<file path="src/hw/rtl/bcf_pkg.sv">
package bcf_pkg;

  localparam int MAX_ROWS       = 256;
  localparam int MAX_HALF_WIDTH = 16;
  localparam int ROW_W          = $clog2(MAX_ROWS);
  localparam int HW_W           = $clog2(MAX_HALF_WIDTH);
  localparam int BAND_DEPTH     = MAX_ROWS * MAX_HALF_WIDTH;
  localparam int BAND_AW        = ROW_W + HW_W;

  localparam logic [31:0] INT32_MAX = 32'h7FFF_FFFF;
  localparam logic [31:0] INT32_MIN = 32'h8000_0000;
  localparam logic signed [63:0] INT64_MAX = 64'sh7FFF_FFFF_FFFF_FFFF;
  localparam logic signed [63:0] INT64_MIN = 64'sh8000_0000_0000_0000;

  localparam logic [1:0] STAT_OK    = 2'd0;
  localparam logic [1:0] STAT_PIVOT = 2'd1;
  localparam logic [1:0] STAT_RANGE = 2'd2;

  localparam logic CFG_MATRIX_SIZE = 1'b0;
  localparam logic CFG_HALF_WIDTH  = 1'b1;

  typedef enum logic [1:0] {
    REQ_WRITE = 2'd0,
    REQ_RUN   = 2'd1,
    REQ_READ  = 2'd2
  } req_t;

  function automatic logic signed [63:0] sat_add64(logic signed [63:0] a,
                                                   logic signed [63:0] b);
    logic signed [63:0] s;
    s = a + b;
    if (a[63] == b[63] && s[63] != a[63]) return a[63] ? INT64_MIN : INT64_MAX;
    return s;
  endfunction

  function automatic logic signed [63:0] sat_sub64(logic signed [63:0] a,
                                                   logic signed [63:0] b);
    logic signed [63:0] s;
    s = a - b;
    if (a[63] != b[63] && s[63] != a[63]) return a[63] ? INT64_MIN : INT64_MAX;
    return s;
  endfunction

endpackage

</file>
<file path="src/hw/rtl/bcf_sqrt.sv">
module bcf_sqrt import bcf_pkg::*; (
  input  logic        clk,
  input  logic        rst,
  input  logic        start,
  input  logic [63:0] x,
  output logic        done,
  output logic [31:0] root
);

  logic [63:0] xr;
  logic [63:0] res;
  logic [63:0] bitv;
  logic [63:0] trial;
  logic        active;
  logic [4:0]  cnt;

  assign trial = res + bitv;

  always_ff @(posedge clk) begin
    if (rst) begin
      active <= 1'b0;
      done   <= 1'b0;
    end else begin
      done <= 1'b0;
      if (start) begin
        active <= 1'b1;
        cnt    <= '0;
        xr     <= x;
        res    <= '0;
        bitv   <= 64'h4000_0000_0000_0000;
      end else if (active) begin
        if (xr >= trial) begin
          xr  <= xr - trial;
          res <= (res >> 1) + bitv;
        end else begin
          res <= res >> 1;
        end
        bitv <= bitv >> 2;
        cnt  <= cnt + 5'd1;
        if (cnt == 5'd31) begin
          active <= 1'b0;
          done   <= 1'b1;
        end
      end
    end
  end

  assign root = (res[63:31] != '0) ? INT32_MAX : res[31:0];

endmodule

</file>
<file path="config.mk">
export PLATFORM = sky130hd
export DESIGN_NAME = bcf_sqrt
export DESIGN_NICKNAME = d
export VERILOG_FILES = /design/src/hw/rtl/bcf_pkg.sv /design/src/hw/rtl/bcf_sqrt.sv
export SDC_FILE = /design/constraint.sdc
export NUM_CORES = 1
export LEC_CHECK = 0
export ABC_CLOCK_PERIOD_IN_PS = 35000
export BUFFER_PORTS_ARGS = -buffer_cell sky130_fd_sc_hd__clkbuf_2
export CELL_PAD_IN_SITES_DETAIL_PLACEMENT = 1
export CELL_PAD_IN_SITES_GLOBAL_PLACEMENT = 2
export CORE_ASPECT_RATIO = 1.25
export CORE_MARGIN = 5
export CORE_UTILIZATION = 30
export CTS_BUF_LIST = sky130_fd_sc_hd__clkbuf_4 sky130_fd_sc_hd__clkbuf_8
export DETAILED_ROUTE_END_ITERATION = 6
export HOLD_SLACK_MARGIN = 0.15
export PLACE_DENSITY_LB_ADDON = 0.1
export SKIP_LAST_GASP = 1
export SYNTH_ARGS = -nofsm -noshare
export SYNTH_HDL_FRONTEND = slang
export SYNTH_SLANG_ARGS = --single-unit
</file>
<file path="constraint.sdc">
create_clock -name clk -period 35 [get_ports clk]
set_clock_uncertainty 0.1 [all_clocks]
set_input_delay 1.75 -clock clk [delete_from_list [all_inputs] [get_ports clk]]
set_output_delay 1.75 -clock clk [all_outputs]
set_load 0.05 [all_outputs]
</file>
# [Yosys cells after proc, flatten, opt, wreduce, memory -nomap -nowiden]
# Index checks and enable logic that the tools add are counted.
[classes] add_sub_neg=4 magnitude_cmp=1 n_eq_ne=1 mux=12 bitwise_logic=2 reduce_logical=6
[op_table] cell="64-bit 2-to-1 mux" count=5
[op_table] cell="63-bit by 63-bit adder with 64-bit output" count=1
[op_table] cell="64-bit by 63-bit adder with 64-bit output" count=1
[op_table] cell="64-bit greater-or-equal comparator" count=1
[op_table] cell="64-bit subtractor" count=1
[op_table] cell="63-bit 2-to-1 mux" count=1
[op_table] cell="33-bit nonzero test" count=1
[op_table] cell="32-bit 2-to-1 mux" count=1
[op_table] cell="5-bit by 1-bit adder with 5-bit output, second input constant" count=1
[op_table] cell="5-bit equality test, second input constant" count=1
[op_table] cell="5-bit 2-to-1 mux" count=1
[op_table] cell="1-bit 2-to-1 mux" count=4
[op_table] cell="2-bit nonzero test" count=2
[op_table] cell="3-bit AND reduction" count=1
[op_table] cell="3-bit OR reduction" count=1
[op_table] cell="1-bit NOT" count=2
[op_table] cell="2-bit AND reduction" count=1
[totals] ff_bits=167 input_bits=67 out_inout_bits=33

# [Depth between registers and ports, before layout]
[logic_depth] ltp_word=5 ltp_mapped=24

# [Worst setup path after synthesis]
# No wires, ideal clock.
[synth_timing] path_type="input-to-reg" startpoint="input port start" endpoint="register xr[0] (enable)" t_arrival_ns=11.502 path_slack_ns=22.814 stages=5 cell_sequence="clkbuf_1 -> clkbuf_1 -> nor2_1 -> nor2_1 -> a21boi_0"
[synth_via] elab_chain_cells=2
[synth_rtl] element="start: declaration" line="bcf_sqrt.sv:4" rtl="input logic start,"
[synth_rtl] element="2-bit nonzero test (no source line)"
[synth_rtl] element="3-bit AND reduction (no source line) (*)"
[synth_rtl] element="end signal: assignment" line="bcf_sqrt.sv:33" rtl="xr <= xr - trial;"
[synth_rtl] element="end: declaration" line="bcf_sqrt.sv:10" rtl="logic [63:0] xr;"
# Every way passes the cells marked *; elsewhere a longest branch is shown, timed or not.
# A chain may end at the register's enable or synchronous reset.

# [Final worst setup path]
[layout_timing] startpoint="register res[32]" endpoint="register xr[43] (enable)"
[layout_via] elab_chain_cells=4
[layout_rtl] element="start: declaration" line="bcf_sqrt.sv:11" rtl="logic [63:0] res;"
[layout_rtl] element="start signal: assignment" line="bcf_sqrt.sv:34" rtl="res <= (res >> 1) + bitv;"
[layout_rtl] element="start signal: assignment" line="bcf_sqrt.sv:36" rtl="res <= res >> 1;"
[layout_rtl] element="64-bit by 63-bit adder with 64-bit output" line="bcf_sqrt.sv:17" rtl="assign trial = res + bitv;"
[layout_rtl] element="64-bit greater-or-equal comparator" line="bcf_sqrt.sv:32" rtl="if (xr >= trial) begin"
[layout_rtl] element="2-bit nonzero test (no source line)"
[layout_rtl] element="3-bit AND reduction (no source line)"
# No other way between the ends.

==> results_dict.tcl <==
set metrics [dict create \
    routed_wl_microns 54200 \
    cts_buffer_depth 2 \
    instances_no_fill 2517 \
    area_growth_pct 8.93 \
    drv_cap 0 \
    synth_edf_count 165 \
    fin_util_pct 32.8 \
    syn-mean-instance-area_sq_um 8.62 \
    hold_path_startpoint "active" \
    reg2reg_depth 21 \
    leakage_nw 6.19 \
    cp-endpoint "xr[43]" \
    post_dp_cell_area_sq_um 16500 \
    num_rows 93 \
    globalRouteTotalUtil_pct 19.1 \
    place_worst_setup_slack_ns 28.10 \
    post_detailed_route_count_of_antenna_violating_nets 0 \
    grt_antenna_before_repair 1 \
    wire_per_inst_microns 21.5 \
    vias_in_the_first_global_route 14200 \
    rr_endpoint "xr[43]" \
    final_layout_size_suffix_gt1_share_pct 10.5 \
    place.port_buffers 98 \
    synth_top_flop_cell "edfxtp_1" \
    max-slew-margin-rel_pct 31.1 \
    async_reset_ff_share_pct 0 \
    fmaxAchievable_mhz 144 \
    route.vias.total 13500 \
    clkSinkCount 167 \
    fp.dieW_microns 213 \
    p_comb_share_pct 51.5 \
    crit_end_element "flip-flop" \
    vdd.ir_drop.worst_v 0.0000252 \
    total_core_area_sq_um 51300 \
    setup_viol_count_final 0 \
    drt_drc_violations_left 0 \
    via_per_inst 5.36 \
    power.net_switching_mw 0.401 \
    seqPwrFrac_pct 32.6 \
    status "complete, no violations" \
    layout_worst_path_cycle_share_pct 19.8 \
    yosys.area.top_type "edfxtp_1" \
    cp_max_fo 64 \
    cts.root.buffer_cell "clkbuf_8" \
    fin_setup_tns_ns 0 \
    cts.reportedPaths.clkPinSlew_ns 0.11 \
    routabilityCongestion 0.842 \
    setup.worst_path.class "flip-flop to flip-flop" \
    initial_core_util_pct 30.1 \
    die_height_microns 264 \
    critPathMostFrequentCell "a21oi_1" \
    synth_area_sq_um 15500 \
    finalHoldViolations 0 \
    synthesis.nets 1994 \
    global_route.overflow_total 0 \
    detailedPlacementHpwl_microns 42000 \
    cts_hold_repair.buffers 0 \
    drtPass1Iterations 5 \
    setup_repair_after_global_routing_missed_its_margin "false" \
    synth.yosys.seq_area_share_pct 32.3 \
    tritoncts "built" \
    nets 2038 \
    grt_pass1_wl_microns 83600 \
    worst_path_largest_cell_delay_ns 0.53 \
    maximum_number_of_pins_on_one_net_before_global_route_repair 79 \
    post_cts_repair_timing_setup_buffer_count 0 \
    h-tree-depth 4 \
    die_area_sq_um 56200 \
    cts.repair.resized 0 \
    power.switching_fraction_pct 45.7 \
    p_total_mw 0.878 \
    tritoncts.num_buffers 17 \
    drtIter0Drc 572 \
    power_density_nw_per_um2 52.1 \
    postSynthRegisterBits 167 \
    postLayoutSetupSlackWorst_ns 28.07 \
    cp_slowest_cell "edfxtp_1" \
    layout_min_cycle_time_ns 6.93 \
    p_int_mw 0.476 \
    cp.required_ns 35.09 \
    synthesis.yosys.warnings 0 \
    dpl.cell_count 2484 \
    worst_setup_path_start_kind "flip-flop" \
    synthTopCellsByArea "edfxtp_1 32%, ha_1 11%, xor2_1 5.6%, nand2_1 5.5%, o21ai_0 5.1%" \
    finalHoldWorstSlack_ns 0.391 \
    synth_cell_types 88 \
    start_point_of_the_critical_path "res[32]" \
    critPathArrivalTime_ns 7.01 \
    worst_hold_path_type "flip-flop to flip-flop" \
    regToRegSetupSlack_ns 28.07 \
    syn-instance-count 1794 \
    io-pin-count 100 \
    yosysTopAreaCellShare_pct 32.1 \
    worst_slew_pin_slew_ns 1.03 \
    finish.instance_area_sq_um 16800 \
    timing.rr.start "res[32]" \
    critical_path.cell_chain "ha_1 -> nand4_1 -> nor3_1 -> nand2_1 -> o32ai_1 -> nor2_1 -> a31oi_2 -> a31oi_1 -> o21ai_0 -> a21oi_1 -> xor2_1 -> ha_1 -> a21oi_1 -> o21ai_1 -> a21oi_1 -> o21ai_0 -> a221oi_1 -> o31a_2 -> buf_4 -> a21boi_4 -> buf_4" \
    final_max_slew_viol_count 0 \
    clk-insertion-delay-late_ns 0.59 \
    pwr-share-clk_pct 15.9 \
]
[sequential cells by signal, summed over array words and instances, names as in the netlist]
name and count:
done 1, xr 64, cnt 5, active 1, res 64, bitv 32
[Yosys cell counts (5+ instances only)]
| cell type | count |
|---|---|
| nand2_1 | 227 |
| edfxtp_1 | 165 |
| o21ai_0 | 158 |
| a21oi_1 | 134 |
| ha_1 | 132 |
| nor2_1 | 128 |
| xor2_1 | 99 |
| xnor2_1 | 73 |
| nor2b_1 | 59 |
| clkbuf_1 | 57 |
| a31oi_1 | 52 |
| nand4_1 | 43 |
| nand2b_1 | 38 |
| a21o_1 | 36 |
| nand3_1 | 35 |
| inv_1 | 30 |
| o21bai_1 | 27 |
| a211oi_1 | 24 |
| nor3_1 | 23 |
| o21a_1 | 19 |
| o21ai_1 | 19 |
| a31o_2 | 18 |
| and3_1 | 18 |
| or3_1 | 15 |
| buf_2 | 13 |
| and2_1 | 12 |
| nor4_1 | 12 |
| buf_6 | 8 |
| o31ai_1 | 8 |
| and4_1 | 7 |
| a21boi_0 | 6 |
| a311oi_1 | 6 |
| o211ai_1 | 6 |
| o31ai_2 | 5 |
[critical path, delay by kind of cell (launching register included)]
kind / cells / cell delay [ns]
compound gates: 12 / 3.05
simple gates: 4 / 0.86
buf+inv: 2 / 0.86
fa+ha+maj: 2 / 0.75
flops: 1 / 0.53
xor+xnor: 1 / 0.23
[worst min path at each step]
stage	end	slack, ns	cells past startpoint
after floorplan	done	0.36	1
after global placement	done	0.38	1
after detailed placement	done	0.38	1
after CTS	done	0.40	1
after global routing	done	0.42	1
final	done	0.39	1
[logic make-up (layout without fill, tap and decap cells)]
| logic type | count (synthesis) | count (layout) | synth area share, % |
|---|---|---|---|
| AOI/OAI and AO/OA | 569 | 569 | 23.7 |
| xor gates and xnor gates | 172 | 172 | 9.75 |
| adders and majority gates | 133 | 133 | 10.8 |
| buffers and inverters | 113 | 169 | 3.32 |
| DFF | 167 | 167 | 32.3 |
| muxes | 2 | 2 | 0.146 |
| other | 1 | 3 | 0.0243 |
| and+or+nand+nor | 637 | 637 | 19.9 |
[power by group through the flow]
stage | logic (mW) | clock network, mW | registers, mW
global route | 0.504 | 0.153 | 0.289
CTS | 0.460 | 0.148 | 0.287
detailed placement | 0.457 | 0 | 0.291
finish | 0.452 | 0.140 | 0.286
global placement | 0.456 | 0 | 0.291
floorplan | 0.345 | 0 | 0.276
[cells in the final DEF (no fill, tap or decap), drive strengths merged, types with 6 or more instances in the layout]
master	Yosys	final
a31oi	54	54
edfxtp	165	165
and4	7	7
clkbuf	58	114
o31ai	13	13
nor4	12	12
a21oi	138	138
ha	132	132
a31o	18	18
o21ai	178	178
a21o	37	37
nor2	128	128
nand4	43	43
a21boi	7	7
o21a	19	19
nand2	227	227
nor3	25	25
or3	15	15
nand3	35	35
inv	30	34
xor2	99	99
and3	18	18
a311oi	7	7
a211oi	25	25
nor2b	59	59
o211ai	6	6
o21bai	27	27
and2	13	13
buf	25	11
nand2b	38	38
xnor2	73	73
[layer usage]
layer / GRT usage (%) / wire length (microns)
met1: 22.3 / 22800
met2: 36.0 / 29200
met3: 3.02 / 1200
met4: 4.67 / 938
met5: 0 / 0
[cell type report]
type	count	area [sq um]
Fill cell	6071	34500
Timing Repair Buffer	108	572
Inverter	30	113
Multi-Input combinational cell	1514	9980
Clock buffer	17	234
Sequential cell	167	4990
Tap cell	665	832
Antenna cell	2	5.00
Clock inverter	14	104
Note: power is estimated with default switching activity, not from simulation.
