[config.mk]
export PLATFORM = sky130hd
export DESIGN_NAME = bcf_cell
export DESIGN_NICKNAME = d
export VERILOG_FILES = /design/src/hw/rtl/bcf_cell.sv
export SDC_FILE = /design/constraint.sdc
export NUM_CORES = 1
export LEC_CHECK = 0
export BUFFER_PORTS_ARGS = -buffer_cell sky130_fd_sc_hd__buf_2
export CAP_MARGIN = 20
export CORE_MARGIN = 3
export CORE_UTILIZATION = 45
export CTS_CLUSTER_DIAMETER = 150
export CTS_CLUSTER_SIZE = 28
export DETAILED_ROUTE_END_ITERATION = 6
export GPL_TIMING_DRIVEN = 0
export PLACE_DENSITY = 0.84
export SLEW_MARGIN = 25
export SYNTH_ARGS = -nofsm -noshare
export SYNTH_HDL_FRONTEND = slang
export SYNTH_SLANG_ARGS = --single-unit
[constraint.sdc]
create_clock -name clk -period 3.98 [get_ports clk]
set_input_delay 0.995 -clock clk [delete_from_list [all_inputs] [get_ports clk]]
set_output_delay 0.995 -clock clk [all_outputs]
set_load 0.01 [all_outputs]
[src/hw/rtl/bcf_cell.sv]
module bcf_cell (
  input  logic               clk,
  input  logic               shift,
  input  logic signed [31:0] shift_in,
  input  logic               load,
  input  logic signed [31:0] load_val,
  output logic signed [31:0] value
);

  always_ff @(posedge clk) begin
    if (load) begin
      value <= load_val;
    end else if (shift) begin
      value <= shift_in;
    end
  end

endmodule

Word level (Yosys, flattened, before mapping)
Index checks and enable logic that the tools add are counted.
{"block": "totals", "regBits": 32, "input_bits": 67, "output_inout_bits": 32}
{"block": "classes", "n_reduce_logical": 1, "mux": 2}
{"op": "32-bit 2-to-1 mux", "count": 2}
{"op": "2-bit nonzero test", "count": 1}

Depth between registers and ports, before layout
Gate-level depths: netlist of run 1.
{"block": "logic_depth", "depth_word": 2, "mapped_depth": 3, "mapped_depth_nobuf": 1}

Worst setup path after synthesis of run 1
No wires, ideal clock.
{"block": "synth_timing", "kind": "input -> register", "start": "in load", "end": "reg value[0], enable pin", "path_slack_ps": 1572, "cell_stages": 3, "arrival_ps": 2017, "t_required_ps": 3590, "n_path_buf": 2, "path_cell_list": "buf_6 buf_12 or2_1"}
{"block": "synth_between", "elab_chain_cells": 1}
{"item": "start: declaration", "line": "5", "rtl": "input logic load,"}
{"item": "2-bit nonzero test (no source line)"}
{"item": "end signal: assignment", "line": "12", "rtl": "value <= load_val;"}
{"item": "end signal: assignment", "line": "14", "rtl": "value <= shift_in;"}
{"item": "end: declaration", "line": "7", "rtl": "output logic signed [31:0] value"}
Every way passes these cells.
A chain may end at the register's enable or synchronous reset.

Final worst setup path of run 1
{"block": "layout_timing", "start": "in load", "end": "reg value[31], enable pin"}
The elaborated chain is that of the path after synthesis.

==> impl_metrics.json, run 1 <==
{
  "initialDrtViolationCount": 25,
  "finalHoldViolations": 0,
  "setup_tns_ns": 0,
  "dieArea_mm2": 0.00408,
  "power.total_mw": 0.818,
  "syn-cell-area_mm2": 0.00151,
  "rsz0062_at_grt": "false",
  "cts_setup_buffers": 0,
  "cts_resized": 0,
  "power_leakage_nw": 1.04,
  "finalCritPeriodShare_pct": 48.1,
  "htreeDepth": 2,
  "cts_tree": "done",
  "fin_nets": 240,
  "fin_worst_hold_slack_ns": 0.959,
  "num_io_pins": 99,
  "start_kind": "input port",
  "required_ns": 3.94,
  "dr_total_vias": 1030,
  "drive_gt1_share_pct": 81.6,
  "grt_pass1_vias": 1076,
  "synth_area_per_cell_um2": 21.9,
  "final_cell_mix": "97 x buf_2, 32 x edfxtp_1, 29 x mux2_4",
  "dp_slack_ns": 1.69,
  "ys_ff_latch": 32,
  "maxCapViolations": 0,
  "yosys_warnings": 0,
  "drv_slew": 0,
  "yosysUniqueCellTypes": 6,
  "endpoint_kind": "flip-flop",
  "track_usage_pct": 16.7,
  "min_path_type": "in -> reg",
  "grt_max_degree": 33,
  "slew_headroom_pct": 51.1,
  "path_max_fanout": 32,
  "initial_utilization_pct": 48.2,
  "row_count": 20,
  "final_cells": 218,
  "top_regs": "value: 32 flops",
  "syn_to_final_growth_pct": 41.2,
  "grt_pass1_wl_um": 4960,
  "status": "finished clean",
  "period_needed_ns": 1.91,
  "ys_seq_area_share_pct": 63.7,
  "yosys-top-cells-area": "edfxtp_1 64%, mux2_4 29%, buf_12 4.0%, mux2_2 2.2%, buf_6 0.75%",
  "wl_per_cell_um": 15.0,
  "layout_commonest_cell": "buf_2",
  "highest_layer": "met4",
  "utilization_pct": 68.0,
  "largest-register": "value",
  "fin_ws_ns": 2.07,
  "dp.final_hpwl_um": 2630,
  "synth_nets": 136,
  "path_class": "in -> reg",
  "wl_met3_um": 246,
  "placedCellCount": 210,
  "place_area_mm2": 0.00205,
  "gp_congestion": 0.675,
  "avgViaCountPerCell": 4.72,
  "worst_setup_path_startpoint": "load",
  "die_w_um": 63.9,
  "max_slew.worst_pin.slew_ns": 0.734,
  "power.density_mw_per_mm2": 384,
  "numCtsBuffers": 5,
  "netlist.area_leader.share_pct": 63.7,
  "endpoint": "value[31]",
  "port_buffers": 97,
  "finalSetupViolCount": 0,
  "wl_met2_um": 1930,
  "antenna_found_initial": 0,
  "synthCells": 69,
  "fmax_ghz": 0.522,
  "grt-ovfl-total": 0,
  "wl_met1_um": 1040,
  "largest_reg_flops": 32,
  "critical_path_arrival_ns": 1.88,
  "drt-total-wl_um": 3280,
  "cts_buffer_depth": 2,
  "cts_root_buffer": "clkbuf_4",
  "cts_sinks": 32,
  "clkTransAtPathRegs_ns": 0.10,
  "holdBufCountCts": 0,
  "core_mm2": 0.00313,
  "synth_area_leader_cell": "edfxtp_1",
  "final_area_mm2": 0.00213,
  "vdd_ir_drop_max_uv": 304,
  "insertedDiodeCount": 0,
  "hold_depth": 2,
  "die_h_um": 63.9,
  "final_antenna_net_count": 0,
  "drc": 0,
  "dr.pass1.iters": 4
}
==> per-layer routing <==
layer	vias to the layer above	global-route usage [%]
li1	478	-
met1	497	14.9
met2	49	31.7
met3	6	7.56
met4	0	7.01
met5	-	0
==> cell usage after synthesis <==
library cell   n
buf_12         3
or2_1          1
mux2_4        29
edfxtp_1      32
mux2_2         3
buf_6          1
==> cell families after synthesis <==
kind of cell           count (synthesis)  synth area share (%)
buffers and inverters                  4                  4.73
muxes                                 32                  31.1
DFF                                   32                  63.7
and+or+nand+nor                        1                 0.415
==> worst max-delay path, stage by stage <==
cell and delay, ns:
buf_6 0.12, buf_12 0.15, or2_2 0.60
==> worst min path at each step <==
| stage | endpoint | start | slack, ns |
|---|---|---|---|
| detailed placement | value[13] | shift_in[13] | 1.30 |
| finish | value[23] | load_val[23] | 0.96 |
| CTS | value[1] | load_val[1] | 0.95 |
| global route | value[1] | load_val[1] | 0.93 |
| floorplan | value[0] | load_val[0] | 1.21 |
| global placement | value[11] | load_val[11] | 1.30 |
==> cell type report <==
class	count	area (um^2)
Buffer	4	71.3
Clock buffer	5	37.5
Clock inverter	3	42.5
Fill cell	237	1000
Multi-Input combinational cell	33	475
Sequential cell	32	961
Tap cell	44	55.1
Timing Repair Buffer	97	485
==> power by group <==
| group | internal, mW | total [mW] | switching, mW |
|---|---|---|---|
| clock network | 0.131 | 0.242 | 0.111 |
| logic | 0.0892 | 0.154 | 0.0651 |
| registers | 0.413 | 0.421 | 0.00822 |
Note: power is estimated with default switching activity, not from simulation.
==> run 2: changes to the inputs <==
Settings changed: CORE_UTILIZATION 45 to 41, PLACE_DENSITY 0.84 to 0.77.
Clock period 3.98 ns to 1.81 ns, I/O delays scaled along.
==> run 2 against run 1 <==
Against the previous run: first-iteration DRC count rose by 8.0%; via count fell by 4.0%; die area rose by 8.8%; highest routed layer unchanged.
==> impl_metrics.json, run 2 (synthesis results as in run 1) <==
{
  "core_mm2": 0.00344,
  "min_path_type": "in -> reg",
  "required_ns": 1.70,
  "largest_reg_flops": 32,
  "dp_slack_ns": 0.0657,
  "fin_ws_ns": 0.382,
  "place_area_mm2": 0.00205,
  "largest-register": "value",
  "layout_commonest_cell": "buf_2",
  "final_cell_mix": "97 x buf_2, 32 x edfxtp_1, 29 x mux2_4",
  "fmax_ghz": 0.701,
  "status": "finished clean",
  "cts_sinks": 32,
  "dp.final_hpwl_um": 2470,
  "row_count": 21,
  "setup_tns_ns": 0,
  "cts_buffer_depth": 2,
  "grt-ovfl-total": 0,
  "die_w_um": 66.6,
  "drc": 0,
  "wl_per_cell_um": 13.9,
  "path_class": "in -> reg",
  "top_regs": "value: 32 flops",
  "min_to": "value[9]",
  "period_needed_ns": 1.43,
  "drv_slew": 0,
  "dr.pass1.iters": 4,
  "hold_depth": 2,
  "max_slew.worst_pin.slew_ns": 0.708,
  "crit_chain": "buf_6 -> buf_12 -> or2_2",
  "cts_resized": 0,
  "fin_nets": 240,
  "drt-total-wl_um": 3060,
  "crit_family": "simple AND/OR/NAND/NOR gates",
  "track_usage_pct": 13.8,
  "cts_tree": "done",
  "cts_root_buffer": "clkbuf_8",
  "final_area_mm2": 0.00213,
  "placedCellCount": 212,
  "syn_to_final_growth_pct": 41.3,
  "grt_max_degree": 33,
  "finalSetupViolCount": 0,
  "htreeDepth": 2,
  "drive_gt1_share_pct": 79.9,
  "holdBufCountCts": 0,
  "power_leakage_nw": 1.03,
  "start_kind": "input port",
  "critical_path_arrival_ns": 1.32,
  "min-delay-start": "load_val[9]",
  "die_h_um": 66.6,
  "grt_pass1_wl_um": 4400,
  "finalCritPeriodShare_pct": 78.9,
  "numCtsBuffers": 5,
  "power.density_mw_per_mm2": 822,
  "max_stage_delay_ns": 0.58,
  "cts_setup_buffers": 0,
  "dieArea_mm2": 0.00444,
  "avgViaCountPerCell": 4.50,
  "final_cells": 220,
  "dr_total_vias": 989,
  "num_io_pins": 99,
  "finalHoldViolations": 0,
  "path_max_fanout": 32,
  "cp_slowest_cell": "or2_2",
  "power.total_mw": 1.75,
  "initialDrtViolationCount": 27,
  "final_antenna_net_count": 0,
  "grt_pass1_vias": 940,
  "maxCapViolations": 0,
  "initial_utilization_pct": 43.8,
  "endpoint_kind": "flip-flop",
  "clkTransAtPathRegs_ns": 0.06,
  "rsz0062_at_grt": "false",
  "slew_headroom_pct": 52.8,
  "antenna_found_initial": 0,
  "vdd_ir_drop_max_uv": 422,
  "gp_congestion": 0.726,
  "insertedDiodeCount": 0,
  "port_buffers": 97,
  "path_buf_inv": 2
}
## run 2: report_power, final
group | internal (mW) | switching (mW) | total [mW]
Sequential | 0.911 | 0.0174 | 0.928
Clock | 0.267 | 0.219 | 0.486
Combinational | 0.196 | 0.142 | 0.338
Total | 1.37 | 0.379 | 1.75
## run 2: worst max-delay path by stage
stage	startpoint	to	slack [ns]	cells past startpoint
final	load	value[10]	0.38	3
after global routing	load	value[21]	0.30	3
after CTS	load	value[16]	0.35	3
after detailed placement	load	value[11]	0.07	3
after global placement	load	value[18]	0.11	3
after floorplan	load	value[0]	0.24	3
## run 2: routing by layer
layer	global-route usage, %	share of wire, %	wire, um	vias up
met4	7.61	1.8	55	0
met5	0	0	0	-
met2	24.4	57	1730	53
li1	-	-	-	477
met3	4.22	7.6	234	6
met1	14.3	34	1040	453
## run 2: area by class of cell
| type | instances | area [um^2] |
|---|---|---|
| fillers | 285 | 1310 |
| clock buffers | 7 | 76.3 |
| multi-input cells | 33 | 475 |
| clock inverters | 1 | 3.75 |
| flip-flops and latches | 32 | 961 |
| repair buffers | 97 | 485 |
| plain buffers | 4 | 71.3 |
| well taps | 46 | 57.6 |
## run 2: metrics by stage
step           hold slack, ns  utilization [%]
3_3_place_gp            0.753             59.6
3_5_place_dp            0.756             59.6
2_1_floorplan           0.670                -
6_report                0.478             61.9
5_1_grt                 0.472             61.9
4_1_cts                 0.472             61.9
==> run 3: changes to the inputs <==
Settings changed: ABC_AREA set to 1, CORE_UTILIZATION 41 to 36, PLACE_DENSITY 0.77 to 0.74.
Clock period 1.81 ns to 1.15 ns, I/O delays scaled along.
==> run 3 against run 2 <==
Against the previous run: clock power up 64%; setup slack got worse by 0.32 ns; core utilization decreased by 7.3 points; combinational power grew 38%; total power rose by 55%; critical path type is now reg -> out.
==> impl_metrics.json, run 3 <==
{
  "ys_seq_area_share_pct": 68.6,
  "grt-ovfl-total": 0,
  "netlist.area_leader.share_pct": 68.6,
  "top_regs": "value: 32 flops",
  "power.total_mw": 2.72,
  "synth_top_family_by_area": "simple AND/OR/NAND/NOR gates",
  "yosys-top-cells-area": "edfxtp_1 69%, nand2_1 26%, buf_6 3.2%, buf_4 1.6%, inv_4 0.45%",
  "min-delay-start": "shift_in[20]",
  "cts_root_buffer": "clkbuf_8",
  "path_class": "reg -> out",
  "dr_total_vias": 1235,
  "drt-total-wl_um": 3270,
  "core_mm2": 0.00372,
  "power.density_mw_per_mm2": 1340,
  "layout_commonest_cell": "buf_2",
  "port_buffers": 97,
  "cts_sinks": 32,
  "synth_area_per_cell_um2": 10.2,
  "largest-register": "value",
  "num_io_pins": 99,
  "antenna_found_initial": 0,
  "worst_setup_path_startpoint": "value[2]",
  "final_cell_mix": "97 x buf_2, 96 x nand2_1, 32 x edfxtp_1",
  "max_slew.worst_pin.slew_ns": 0.424,
  "synth_edf_count": 32,
  "dieArea_mm2": 0.00468,
  "drv_slew": 0,
  "grt_pass1_wl_um": 4620,
  "gp_congestion": 0.719,
  "vdd_ir_drop_max_uv": 661,
  "avgViaCountPerCell": 4.26,
  "status": "finished clean",
  "period_needed_ns": 1.09,
  "fmax_ghz": 0.921,
  "max_stage_delay_ns": 0.37,
  "initial_utilization_pct": 37.7,
  "crit_family": "flip-flops",
  "setup_tns_ns": 0,
  "htreeDepth": 2,
  "ys_top_cells_by_count": "96 x nand2_1, 32 x edfxtp_1, 4 x buf_6",
  "slew_headroom_pct": 71.7,
  "cts_setup_buffers": 0,
  "synthMuxAreaShare_pct": 0,
  "required_ns": 0.86,
  "rsz0062_at_grt": "false",
  "ys_ff_latch": 32,
  "synth.most_common_cell": "nand2_1",
  "row_count": 22,
  "path_max_fanout": 1,
  "endpoint_kind": "output pin",
  "path_buf_inv": 1,
  "synth_nets": 204,
  "holdBufCountCts": 0,
  "drc": 0,
  "cts_tree": "done",
  "track_usage_pct": 13.9,
  "syn-cell-area_mm2": 0.00140,
  "regArea_um2": 961,
  "dr.pass1.iters": 4,
  "ys.flop_type": "edfxtp_1",
  "wl_per_cell_um": 11.3,
  "initialDrtViolationCount": 81,
  "multi_input_area_um2": 369,
  "grt_max_degree": 33,
  "clkTransAtPathRegs_ns": 0.06,
  "power_leakage_nw": 1.08,
  "dp.final_hpwl_um": 2480,
  "fin_nets": 308,
  "cts_buffer_depth": 2,
  "async_flop_share_pct": 0,
  "grt_pass1_vias": 1043,
  "min_path_type": "in -> reg",
  "start_kind": "flip-flop",
  "synth_xor_area_share_pct": 0,
  "finalHoldViolations": 0,
  "finalCritPeriodShare_pct": 94.4,
  "critical_path_arrival_ns": 0.80,
  "final_antenna_net_count": 0,
  "syn_to_final_growth_pct": 44.8,
  "synth_area_leader_cell": "edfxtp_1",
  "final.fill_count": 374,
  "synth_fa_ha_area_share_pct": 0,
  "finalSetupViolCount": 0,
  "fin_worst_hold_slack_ns": 0.272,
  "yosys_warnings": 0,
  "cp_slowest_cell": "edfxtp_1",
  "crit_chain": "buf_2",
  "numCtsBuffers": 5,
  "insertedDiodeCount": 0,
  "drive_gt1_share_pct": 45.9,
  "maxCapViolations": 0,
  "synthCells": 137,
  "largest_reg_flops": 32,
  "die_h_um": 68.4,
  "yosysUniqueCellTypes": 6,
  "die_w_um": 68.4,
  "synth-compound-area-share_pct": 0,
  "cts_resized": 0,
  "yosys.area_share.simple_pct": 26.2
}
run 3: stage by stage:
stage / area (um^2) / std cells / utilization [%] / setup slack (ns)
floorplan: 1400 / 137 / - / 0.0936
global placement: 1950 / 282 / 52.5 / -0.0421
detailed placement: 1950 / 282 / 52.5 / -0.0409
CTS: 2030 / 290 / 54.6 / 0.0464
global route: 2030 / 290 / 54.6 / 0.0102
finish: 2030 / 290 / 54.6 / 0.0644
run 3: worst paths after layout:
path / endpoint / slack, ns / depth (start not counted)
worst max-delay path: value[2] / 0.06 / 1
worst min-delay path: value[20] / 0.27 / 3
run 3: cells by family after synthesis:
logic type | count (synthesis)
simple gates | 97
flops | 32
buf+inv | 8
run 3: power by group:
part | switching [mW] | internal [mW] | leakage, nW | total, mW
clock | 0.376 | 0.420 | 0.0399 | 0.797
sequential | 0.0272 | 1.43 | 0.330 | 1.46
combinational | 0.245 | 0.220 | 0.713 | 0.465
run 3: area by class of cell:
cell class | count | share of cell area, %
timing repair buffer | 97 | 23.9
tap | 48 | 2.96
clock inverter | 1 | 0.185
clock buffer | 7 | 3.76
multi-input combinational | 97 | 18.2
inverter | 1 | 0.308
buffer | 7 | 3.33
sequential | 32 | 47.3
run 3: metal layers:
layer | wire, um | global-route usage (%) | part of all wire (%) | up-vias
met5 | 0 | 0 | 0 | -
met4 | 26 | 5.96 | 0.79 | 0
met3 | 323 | 6.40 | 9.9 | 2
met2 | 1720 | 24.3 | 53 | 56
met1 | 1200 | 14.0 | 37 | 531
li1 | - | - | - | 646
run 3: worst min-delay path: stages:
cell,delay (ns)
buf_2,0.07
nand2_1,0.04
nand2_1,0.04
