`src/hw/rtl/bcf_pkg.sv`:
```
package bcf_pkg;

  localparam int MAX_ROWS       = 256;
  localparam int MAX_HALF_WIDTH = 16;
  localparam int ROW_W          = $clog2(MAX_ROWS);
  localparam int HW_W           = $clog2(MAX_HALF_WIDTH);
  localparam int BAND_DEPTH     = MAX_ROWS * MAX_HALF_WIDTH;
  localparam int BAND_AW        = ROW_W + HW_W;

  localparam logic [31:0] INT32_MAX = 32'h7FFF_FFFF;
  localparam logic [31:0] INT32_MIN = 32'h8000_0000;
  localparam logic signed [63:0] INT64_MAX = 64'sh7FFF_FFFF_FFFF_FFFF;
  localparam logic signed [63:0] INT64_MIN = 64'sh8000_0000_0000_0000;

  localparam logic [1:0] STAT_OK    = 2'd0;
  localparam logic [1:0] STAT_PIVOT = 2'd1;
  localparam logic [1:0] STAT_RANGE = 2'd2;

  localparam logic CFG_MATRIX_SIZE = 1'b0;
  localparam logic CFG_HALF_WIDTH  = 1'b1;

  typedef enum logic [1:0] {
    REQ_WRITE = 2'd0,
    REQ_RUN   = 2'd1,
    REQ_READ  = 2'd2
  } req_t;

  function automatic logic signed [63:0] sat_add64(logic signed [63:0] a,
                                                   logic signed [63:0] b);
    logic signed [63:0] s;
    s = a + b;
    if (a[63] == b[63] && s[63] != a[63]) return a[63] ? INT64_MIN : INT64_MAX;
    return s;
  endfunction

  function automatic logic signed [63:0] sat_sub64(logic signed [63:0] a,
                                                   logic signed [63:0] b);
    logic signed [63:0] s;
    s = a - b;
    if (a[63] != b[63] && s[63] != a[63]) return a[63] ? INT64_MIN : INT64_MAX;
    return s;
  endfunction

endpackage

```
`src/hw/rtl/bcf_div.sv`:
```
module bcf_div import bcf_pkg::*; (
  input  logic               clk,
  input  logic               rst,
  input  logic               start,
  input  logic signed [63:0] num,
  input  logic        [31:0] den,
  output logic               done,
  output logic        [31:0] quo
);

  logic [63:0] mag;
  logic [31:0] rem;
  logic        neg;
  logic        active;
  logic [5:0]  cnt;
  logic [32:0] trial;
  logic        fits;

  assign trial = {rem, mag[63]};
  assign fits  = trial >= {1'b0, den};

  always_ff @(posedge clk) begin
    if (rst) begin
      active <= 1'b0;
      done   <= 1'b0;
    end else begin
      done <= 1'b0;
      if (start) begin
        active <= 1'b1;
        cnt    <= '0;
        rem    <= '0;
        neg    <= num[63];
        mag    <= num[63] ? 64'(-num) : 64'(num);
      end else if (active) begin
        rem <= fits ? 32'(trial - {1'b0, den}) : trial[31:0];
        mag <= {mag[62:0], fits};
        cnt <= cnt + 6'd1;
        if (cnt == 6'd63) begin
          active <= 1'b0;
          done   <= 1'b1;
        end
      end
    end
  end

  always_comb begin
    if (neg) begin
      if (mag[63:32] != '0 || (mag[31] && mag[30:0] != '0)) quo = INT32_MIN;
      else quo = 32'(-mag[31:0]);
    end else begin
      if (mag[63:31] != '0) quo = INT32_MAX;
      else quo = mag[31:0];
    end
  end

endmodule

```
`config.mk`:
```
export PLATFORM = sky130hd
export DESIGN_NAME = bcf_div
export DESIGN_NICKNAME = d
export VERILOG_FILES = /design/src/hw/rtl/bcf_pkg.sv /design/src/hw/rtl/bcf_div.sv
export SDC_FILE = /design/constraint.sdc
export NUM_CORES = 1
export LEC_CHECK = 0
export BUFFER_PORTS_ARGS = -buffer_cell sky130_fd_sc_hd__buf_4
export CORE_ASPECT_RATIO = 0.7
export CORE_MARGIN = 10
export CORE_UTILIZATION = 55
export DETAILED_ROUTE_END_ITERATION = 8
export PLACE_DENSITY_LB_ADDON = 0.1
export SYNTH_ARGS = -nofsm -noshare
export SYNTH_HDL_FRONTEND = slang
export SYNTH_SLANG_ARGS = --single-unit
```
`constraint.sdc`:
```
create_clock -name clk -period 20.1 [get_ports clk]
set_clock_uncertainty 0.1 [all_clocks]
set_input_delay 3.015 -clock clk [delete_from_list [all_inputs] [get_ports clk]]
set_output_delay 3.015 -clock clk [all_outputs]
set_load 0.02 [all_outputs]
```
## Word-level counts from Yosys, hierarchy flattened

Cells that the tools add are included.

| storage, ports and cells | value |
|---|---|
| word-level logic and storage cells | 36 |
| bits in registers | 105 |
| input port bits | 99 |

| operators by class | value |
|---|---|
| add/sub/neg operators | 4 |
| order comparisons | 1 |
| eq/ne operators | 1 |
| bitwise operators | 2 |
| mux-type cells | 13 |
| reduce and logical (&&, ||, !) cells | 9 |

Operator list:

| operator | count |
|---|---|
| $mux W64 | 3 |
| $mux W32 | 5 |
| $neg A64 Y64 | 1 |
| $ge A33 B32 Y1 | 1 |
| $reduce_bool A33 Y1 | 1 |
| $neg A32 Y32 | 1 |
| $reduce_bool A32 Y1 | 1 |
| $sub A32 B32 Y32 | 1 |
| $reduce_bool A31 Y1 | 1 |
| $add A6 B1 Y6 const B | 1 |
| $eq A6 B6 Y1 const B | 1 |
| $mux W6 | 1 |
| $mux W1 | 4 |
| $reduce_and A2 Y1 | 2 |
| $reduce_or A3 Y1 | 1 |
| $not A1 Y1 | 2 |
| $reduce_bool A2 Y1 | 1 |
| $logic_and A1 B1 Y1 | 1 |
| $logic_or A1 B1 Y1 | 1 |

## Depth between registers and ports, before layout

Gate-level depths: netlist of the first run.

| depth | value |
|---|---|
| depth after elaboration | 5 |
| mapped depth | 13 |
| depth with buffers taken out | 11 |

## Worst setup path after synthesis of the first run

Ideal clock, no wire load.

| timing path | value |
|---|---|
| path kind | input -> register |
| start | in start |
| end | reg cnt[0], enable pin |
| path buffers | 2 |
| arrival | 7.876 ns |
| required time | 19.435 ns |
| slack | 11.559 ns |
| stages on the path | 4 |
| cell sequence | clkbuf_1 clkbuf_1 nor2_1 nor2_1 |

| between the ends | value |
|---|---|
| word-level cells in the longest chain between the ends | 2 |

Ends and longest elaborated chain:

| item | line | source |
|---|---|---|
| from (decl) | bcf_div.sv:4 | `input logic start,` |
| $reduce_bool A2 Y1 (no source line) | - |  |
| $reduce_and A2 Y1 (no source line) | - |  |
| to (signal assigned) | bcf_div.sv:37 | `cnt <= cnt + 6'd1;` |
| to (decl) | bcf_div.sv:15 | `logic [5:0] cnt;` |

Every way passes these cells.
A chain may end at the register's enable or synchronous reset.

## Worst setup path in the final report of the first run

| timing path | value |
|---|---|
| start | reg mag[0] |
| end | out quo[2] |

| between the ends | value |
|---|---|
| word-level cells in the longest chain between the ends | 5 |
| elaborated cells between the ends (all ways) | 6 |

Ends and longest elaborated chain:

| item | line | source |
|---|---|---|
| from (decl) | bcf_div.sv:11 | `logic [63:0] mag;` |
| from (signal assigned) | bcf_div.sv:33 | `mag <= num[63] ? 64'(-num) : 64'(num);` |
| from (signal assigned) | bcf_div.sv:36 | `mag <= {mag[62:0], fits};` |
| parallel branches: the longest is 3 deep, another holds $neg A32 Y32 | - |  |
| $mux W32 (*) | bcf_div.sv:48 | `if (mag[63:32] != '0 \|\| (mag[31] && mag[30:0] != '0)) quo = INT32_MIN;` |
| $mux W32 (*) | bcf_div.sv:47 | `if (neg) begin` |
| to (decl) | bcf_div.sv:8 | `output logic [31:0] quo` |

Mark *: on every way between the ends.

==> metrics.cfg, run 1 <==
[grt]
grt_overflow = 0
grt_max_degree = 99
antenna_found_initial = 0
grt_pass1_wl_um = 38520
grt_usage_pct = 21.96
first_global_vias = 7293

[setup_path]
arrival_ns = 4.63
end_kind = output port
worstSetupPathType = flop to output port
crit_slowest_cell = nand3_1
crit_chain = inv_1 > ha_1 > or3b_2 > nor4b_2 > nand4b_1 > o41ai_2 > nand3_1 > o311ai_0 > buf_4
cp_max_fo = 26
crit_required_ns = 16.99
slowest_delay_ns = 0.76
start_kind = flop

[floorplanning]
die_h_um = 125.4
rows = 38
fp.coreArea_um2 = 15550
num_io_pins = 132
start_util_pct = 56.19
dieWidth_um = 170.6
dieArea_um2 = 21410

[route]
vias_per_cell = 6.187
vias = 8260
drt_wl_total_um = 24420
routedWlPerCell_um = 18.29
ant_nets = 0
drtIter0Drc = 1048
drcViolationCount = 0
firstDrtPassIters = 5

[timing]
relSlewSlack_pct = 30.27
rsz0062_at_grt = false
final_hold_viol_count = 0
min_period_ns = 7.747
fin_crit_sh_pct = 38.54
slew_violations = 0
tightest_slew_ns = 1.041
worst_slack_ns = 12.35
fin_tns_setup_ns = 0
fmax_mhz = 129.1
setup_viol = 0

[synthesis]
synth_area_um2 = 8736
synth_top_family_by_area = compound AO/OA/AOI/OAI gates
synth_area_per_cell_um2 = 8.449
ys_types = 67
synth_seq_cells = 105
synth.area.top_cells = edfxtp_1 35%, a21oi_1 7.0%, xor2_1 6.3%
syn_inst = 1034
seq_area_frac_synth_pct = 35.86
synth_most_common_cell = a21oi_1
synthMuxAreaShare_pct = 1.217
synthFlopType = edfxtp_1
synth_fa_ha_area_share_pct = 5.242
async_flop_share_pct = 0
synth_top_cell_area_share_pct = 35.41
synth_edf_count = 103
synth_common_cells = 123 x a21oi_1, 110 x nor2_1, 103 x edfxtp_1
yosysTopAreaCell = edfxtp_1
yosys.area_share.xor_xnor_pct = 8.622
yosys_warnings = 0
synth_fp_nets = 1169
synth_compound_area_share_pct = 22.49
synth-simple-area-share_pct = 21.80

[power_and_ir_drop]
p_leak_nw = 3.974
power.density_nw_per_um2 = 65.75
ir_drop_mv = 0.04543

[outcome]
status = finished clean

[place]
io_buffers = 131
dp_slack_ns = 12.81
hpwl_um = 18220
place.gp.congestion = 0.9015

[cells_and_area]
diodes = 0
syn2layout_area_growth_pct = 15.71
final_nets = 1265
drive_above_1_share_pct = 15.51
num-fill-cells = 1355

[clocking]
cts_htree_levels = 3
root_buffer = clkbuf_16
cts.reportedPaths.clkPinSlew_ns = 0.07
post_cts_resized = 0
cts_tree = yes
cts.sink_count = 105
cts_setup_buffers = 0
clk_path_buf_depth = 2
insertion_delay_ns = 0.35
cts_inserted_buffers = 9
postCtsHoldBufs = 0

[worst_hold_path]
holdCritPathClass = flop to flop

[flow_run]
maxCapViolations = 0

==> flip-flops by register name, summed over array words and instances (netlist names) <==
signal	flops
neg	1
cnt	6
active	1
done	1
mag	64
rem	32
==> worst max-delay path: cells and delay by family (launching register included) <==
family | cells | cell delay (ns)
buf+inv | 2 | 0.34
compound gates | 2 | 1.32
flops | 1 | 0.41
fa+ha+maj | 1 | 0.18
simple gates | 4 | 2.02
==> layer usage <==
| layer | routed length (µm) | GRT usage, % |
|---|---|---|
| met4 | 227 | 4.424 |
| met1 | 12320 | 34.99 |
| met2 | 9766 | 29.11 |
| met5 | 0 | 0 |
| met3 | 2099 | 4.558 |
==> cell usage in the layout (no fill, tap or decap), drive strengths merged, types with 3 or more instances in the layout <==
| master | n |
|---|---|
| clkbuf | 11 |
| buf | 135 |
| or2 | 7 |
| xor2 | 63 |
| and3 | 10 |
| a21oi | 123 |
| ha | 35 |
| nand2 | 100 |
| nand4b | 5 |
| nor2 | 110 |
| nor4b | 6 |
| nand3b | 5 |
| o21bai | 3 |
| or4 | 10 |
| a211oi | 11 |
| mux2i | 5 |
| o211ai | 13 |
| xnor2 | 23 |
| o21ai | 54 |
| nand3 | 24 |
| nor2b | 10 |
| o22a | 3 |
| nand2b | 10 |
| a31oi | 5 |
| mux2 | 5 |
| o41ai | 15 |
| nor3 | 24 |
| nor4 | 17 |
| a21o | 12 |
| o31ai | 23 |
| edfxtp | 103 |
| and2 | 7 |
| or3 | 14 |
| a211o | 7 |
| nand4 | 7 |
| o311ai | 20 |
| nor3b | 4 |
| inv | 62 |
==> final timing paths <==
kind	slack, ns	from	depth (start not counted)	endpoint
max	12.35	mag[0]$_DFFE_PP_	9	quo[2]
min	0.38	active$_SDFF_PP0_	1	done$_SDFF_PP0_
max reg2reg	15.92	rem[2]$_SDFFCE_PP0P_	10	mag[0]$_DFFE_PP_
min reg2reg	0.38	active$_SDFF_PP0_	1	done$_SDFF_PP0_
==> final cells by class <==
type                    instances  area (µm²)  share of cell area, %
clock buffers                  11       232.7                  2.302
multi-input cells             820        5194                  51.38
inverters                      59       221.5                  2.191
clock inverters                 5       63.81                 0.6313
flip-flops and latches        105        3133                  30.99
well taps                     200       250.2                  2.476
repair buffers                135        1013                  10.03
==> power breakdown <==
group          switching, mW  leakage, nW  total (mW)  internal [mW]
clock network         0.0832        0.141       0.181         0.0982
logic                  0.117         2.83       0.201         0.0839
registers             0.0164        0.999       0.282          0.266
==> through the flow <==
stage	total power, mW	hold WS (ns)	area [µm²]	util [%]	instances
CTS	0.6638	0.3834	10110	65.02	1335
finish	0.6646	0.3800	10110	65.02	1335
detailed placement	0.4837	0.3678	9812	63.11	1319
global placement	0.4800	0.3761	9812	63.11	1319
global route	0.6994	0.4023	10110	65.02	1335
floorplan	0.4195	0.3600	8736	-	1034
==> kinds of logic (layout without fill, tap and decap cells) <==
kind of cell,after synthesis,in the layout
xor+xnor,86,86
mux,10,10
compound gates,309,309
fa+ha+maj,36,36
simple gates,379,379
buf+inv,109,210
flops,105,105
Power figures use the tool's default switching activity.
==> run 2: changes to the inputs <==
- ABC_AREA: not set -> 1
- clock period: 20.1 -> 7.9 ns (I/O delays scaled with it)
==> run 2 against run 1 <==
Against the previous run: routed wire length increased by 48%; sequential power rose to 2.5 times the previous value; utilization shrank 2.1 points; critical path type unchanged; via count increased by 44%.
==> metrics.cfg, run 2 <==
[power_and_ir_drop]
switching_share_pct = 37.65  ; was 32.63%
p_int_mw = 1.107  ; was 0.4478 mW
switchingPower_mw = 0.6687  ; was 0.2169 mW
power.density_nw_per_um2 = 142.9  ; was 65.75 nW/µm²
power_mw = 1.776  ; was 0.6646 mW
ir_drop_mv = 0.1025  ; was 0.04543 mV
power_frac_clock_pct = 23.9  ; was 27.3%
combinationalPowerShare_pct = 35.7  ; was 30.3%
pwr-share-seq_pct = 40.3  ; was 42.4%
p_leak_nw = 6.040  ; was 3.974 nW

[cells_and_area]
largest-register = mag  ; unchanged
syn2layout_area_growth_pct = 12.56  ; was 15.71%
diodes = 0  ; unchanged
drive_above_1_share_pct = 11.14  ; was 15.51%
final_nets = 2024  ; was 1,265
final_common_cell = nand2_1  ; was buf_4
top_regs = mag (64), rem (32), cnt (6)  ; unchanged
layout_common_cells = 572 x nand2_1, 268 x inv_1, 255 x nor2_1  ; was 135 x buf_4, 123 x a21oi_1, 109 x nor2_1
largest_register_ffs = 64  ; unchanged

[clocking]
insertion_delay_ns = 0.36  ; was 0.35 ns
cts_tree = yes  ; unchanged
post_cts_resized = 0  ; unchanged
clk_path_buf_depth = 2  ; unchanged
cts_setup_buffers = 0  ; unchanged
cts.reportedPaths.clkPinSlew_ns = 0.07  ; about the same
postCtsHoldBufs = 0  ; unchanged
cts_htree_levels = 3  ; unchanged
cts.sink_count = 105  ; unchanged
root_buffer = clkbuf_16  ; unchanged
cts_inserted_buffers = 9  ; unchanged

[grt]
grt_usage_pct = 25.89  ; was 21.96%
first_global_vias = 10160  ; was 7,293
grt_overflow = 0  ; unchanged
antenna_found_initial = 0  ; unchanged
grt_pass1_wl_um = 54720  ; was 38,520 µm
grt_max_degree = 110  ; was 99

[synthesis]
ys_types = 41  ; was 67
synthFlopType = edfxtp_1  ; unchanged
async_flop_share_pct = 0  ; unchanged
syn_inst = 1786  ; was 1,034
yosysTopAreaCell = edfxtp_1  ; unchanged
synth_area_um2 = 11040  ; was 8736 µm²
synth_area_per_cell_um2 = 6.182  ; was 8.449 µm²
synth.area.top_cells = edfxtp_1 28%, nand2_1 19%, inv_1 9.1%  ; was edfxtp_1 35%, a21oi_1 7.0%, xor2_1 6.3%
synth_edf_count = 103  ; unchanged
yosys_warnings = 0  ; unchanged
synth_fp_nets = 1921  ; was 1,169
synth_most_common_cell = nand2_1  ; was a21oi_1
synth_common_cells = 572 x nand2_1, 269 x inv_1, 255 x nor2_1  ; was 123 x a21oi_1, 110 x nor2_1, 103 x edfxtp_1
synth_seq_cells = 105  ; unchanged
seq_area_frac_synth_pct = 28.38  ; was 35.86%
synth_top_cell_area_share_pct = 28.01  ; was 35.41%

[timing]
fin_tns_setup_ns = 0  ; unchanged
tightest_slew_ns = 1.085  ; was 1.041 ns
slew_violations = 0  ; unchanged
rsz0062_at_grt = false  ; unchanged
setup_viol = 0  ; unchanged
final_hold_viol_count = 0  ; unchanged
min_period_ns = 4.141
fin_crit_sh_pct = 52.42
worst_slack_ns = 3.759  ; was 12.35 ns
fmax_mhz = 241.5
relSlewSlack_pct = 27.69  ; was 30.27%

[route]
drt_wl_total_um = 36120  ; was 24,420 µm
met3_length_um = 4073  ; was 2099 µm
vias = 11860  ; was 8,260
drtIter0Drc = 1621  ; was 1,048
ant_nets = 0  ; unchanged
dr.max_layer_used = met4  ; unchanged
drcViolationCount = 0  ; unchanged
vias_per_cell = 5.482  ; was 6.187
wl_met2_um = 14330  ; was 9766 µm
firstDrtPassIters = 6  ; was 5
m1WireLength_um = 17400  ; was 12,320 µm
routedWlPerCell_um = 16.69  ; was 18.29 µm

[place]
io_buffers = 131  ; unchanged
dp_slack_ns = 4.077  ; was 12.81 ns
hpwl_um = 28670  ; was 18,220 µm
place.gp.congestion = 1.079  ; was 0.9015

[floorplanning]
dieWidth_um = 189.3  ; was 170.6 µm
dieArea_um2 = 26230  ; was 21,410 µm²
start_util_pct = 55.92  ; was 56.19%
die_h_um = 138.5  ; was 125.4 µm
rows = 43  ; was 38
num_io_pins = 132  ; unchanged
fp.coreArea_um2 = 19750  ; was 15,550 µm²

[setup_path]
reg2reg_setup_slack_ns = 4.92  ; was 15.92 ns
arrival_ns = 2.86  ; was 4.63 ns
end_kind = output port  ; unchanged
worstSetupPathType = flop to output port  ; unchanged
crit_required_ns = 6.61  ; was 16.99 ns
start_kind = flop  ; unchanged
cp_max_fo = 25  ; was 26

[outcome]
status = finished clean  ; unchanged

[flow_run]
maxCapViolations = 0  ; unchanged

[worst_hold_path]
holdCritPathClass = flop to flop  ; unchanged

run 2: changes by cell type after synthesis, moves of 18 or more:
cell | previous run | this run
a21oi_1 | 123 | 27
clkbuf_1 | 45 | 21
o311ai_0 | 20 | 0
nand3_1 | 24 | 133
o31ai_1 | 23 | 2
nand3b_1 | 5 | 26
o21ai_1 | 0 | 24
nor2_1 | 110 | 255
inv_1 | 59 | 269
nand2_1 | 100 | 572
xor2_1 | 63 | 45
nand4_1 | 7 | 38
o21ai_0 | 53 | 96
run 2: critical path, stage by stage, from the launching register on:
cell and delay [ns]:
edfxtp_1 0.41, inv_1 0.21, ha_1 0.22, nand2_1 0.09
nor2_2 0.12, inv_1 0.09, nor2_4 0.14, nand2_2 0.08
o21ai_2 0.20, nand3_4 0.28, inv_2 0.27, nand3_1 0.09
nand2_1 0.11, buf_4 0.16
run 2: final cells by class:
type                    instances  area, µm²
fillers                      1895       7318
multi-input cells            1368       6659
flip-flops and latches        105       3133
inverters                     271       1018
repair buffers                134       1006
well taps                     270      337.8
clock buffers                   9      225.2
clock inverters                 7      47.55
run 2: power by group through the flow:
stage	logic, mW	registers [mW]	clock network (mW)
final	0.635	0.716	0.425
after global routing	0.704	0.721	0.452
after CTS	0.619	0.714	0.434
after detailed placement	0.617	0.726	0
after global placement	0.608	0.725	0
after floorplan	0.435	0.716	0
run 2: per-layer routing:
layer	track usage, %	up-vias
li1	-	5914
met1	39.83	5366
met2	35.35	555
met3	7.161	28
met4	3.582	0
met5	0	-
run 2: stage by stage:
stage	instance area (µm²)	util, %	hold WS, ns	cells
global route	12430	62.94	0.4161	2164
CTS	12430	62.94	0.3878	2164
floorplan	11040	-	0.3435	1786
finish	12430	62.94	0.3865	2164
detailed placement	12150	61.56	0.3798	2148
global placement	12150	61.56	0.3545	2148
run 2: path summary, 6_finish.rpt:
| path | depth (start not counted) | from | endpoint |
|---|---|---|---|
| setup reg to reg | 11 | rem[21]$_SDFFCE_PP0P_ | mag[0]$_DFFE_PP_ |
| setup / recovery | 13 | mag[0]$_DFFE_PP_ | quo[24] |
| hold / removal | 2 | active$_SDFF_PP0_ | active$_SDFF_PP0_ |
| hold reg to reg | 2 | active$_SDFF_PP0_ | active$_SDFF_PP0_ |
run 2: logic make-up after synthesis:
family,share of synthesized area [%]
adder cells (fa/ha/maj),4.148
flip-flops,28.38
buffers and inverters,11.41
AND/OR/NAND/NOR,43.89
XOR/XNOR,4.363
AO/OA/AOI/OAI,7.808
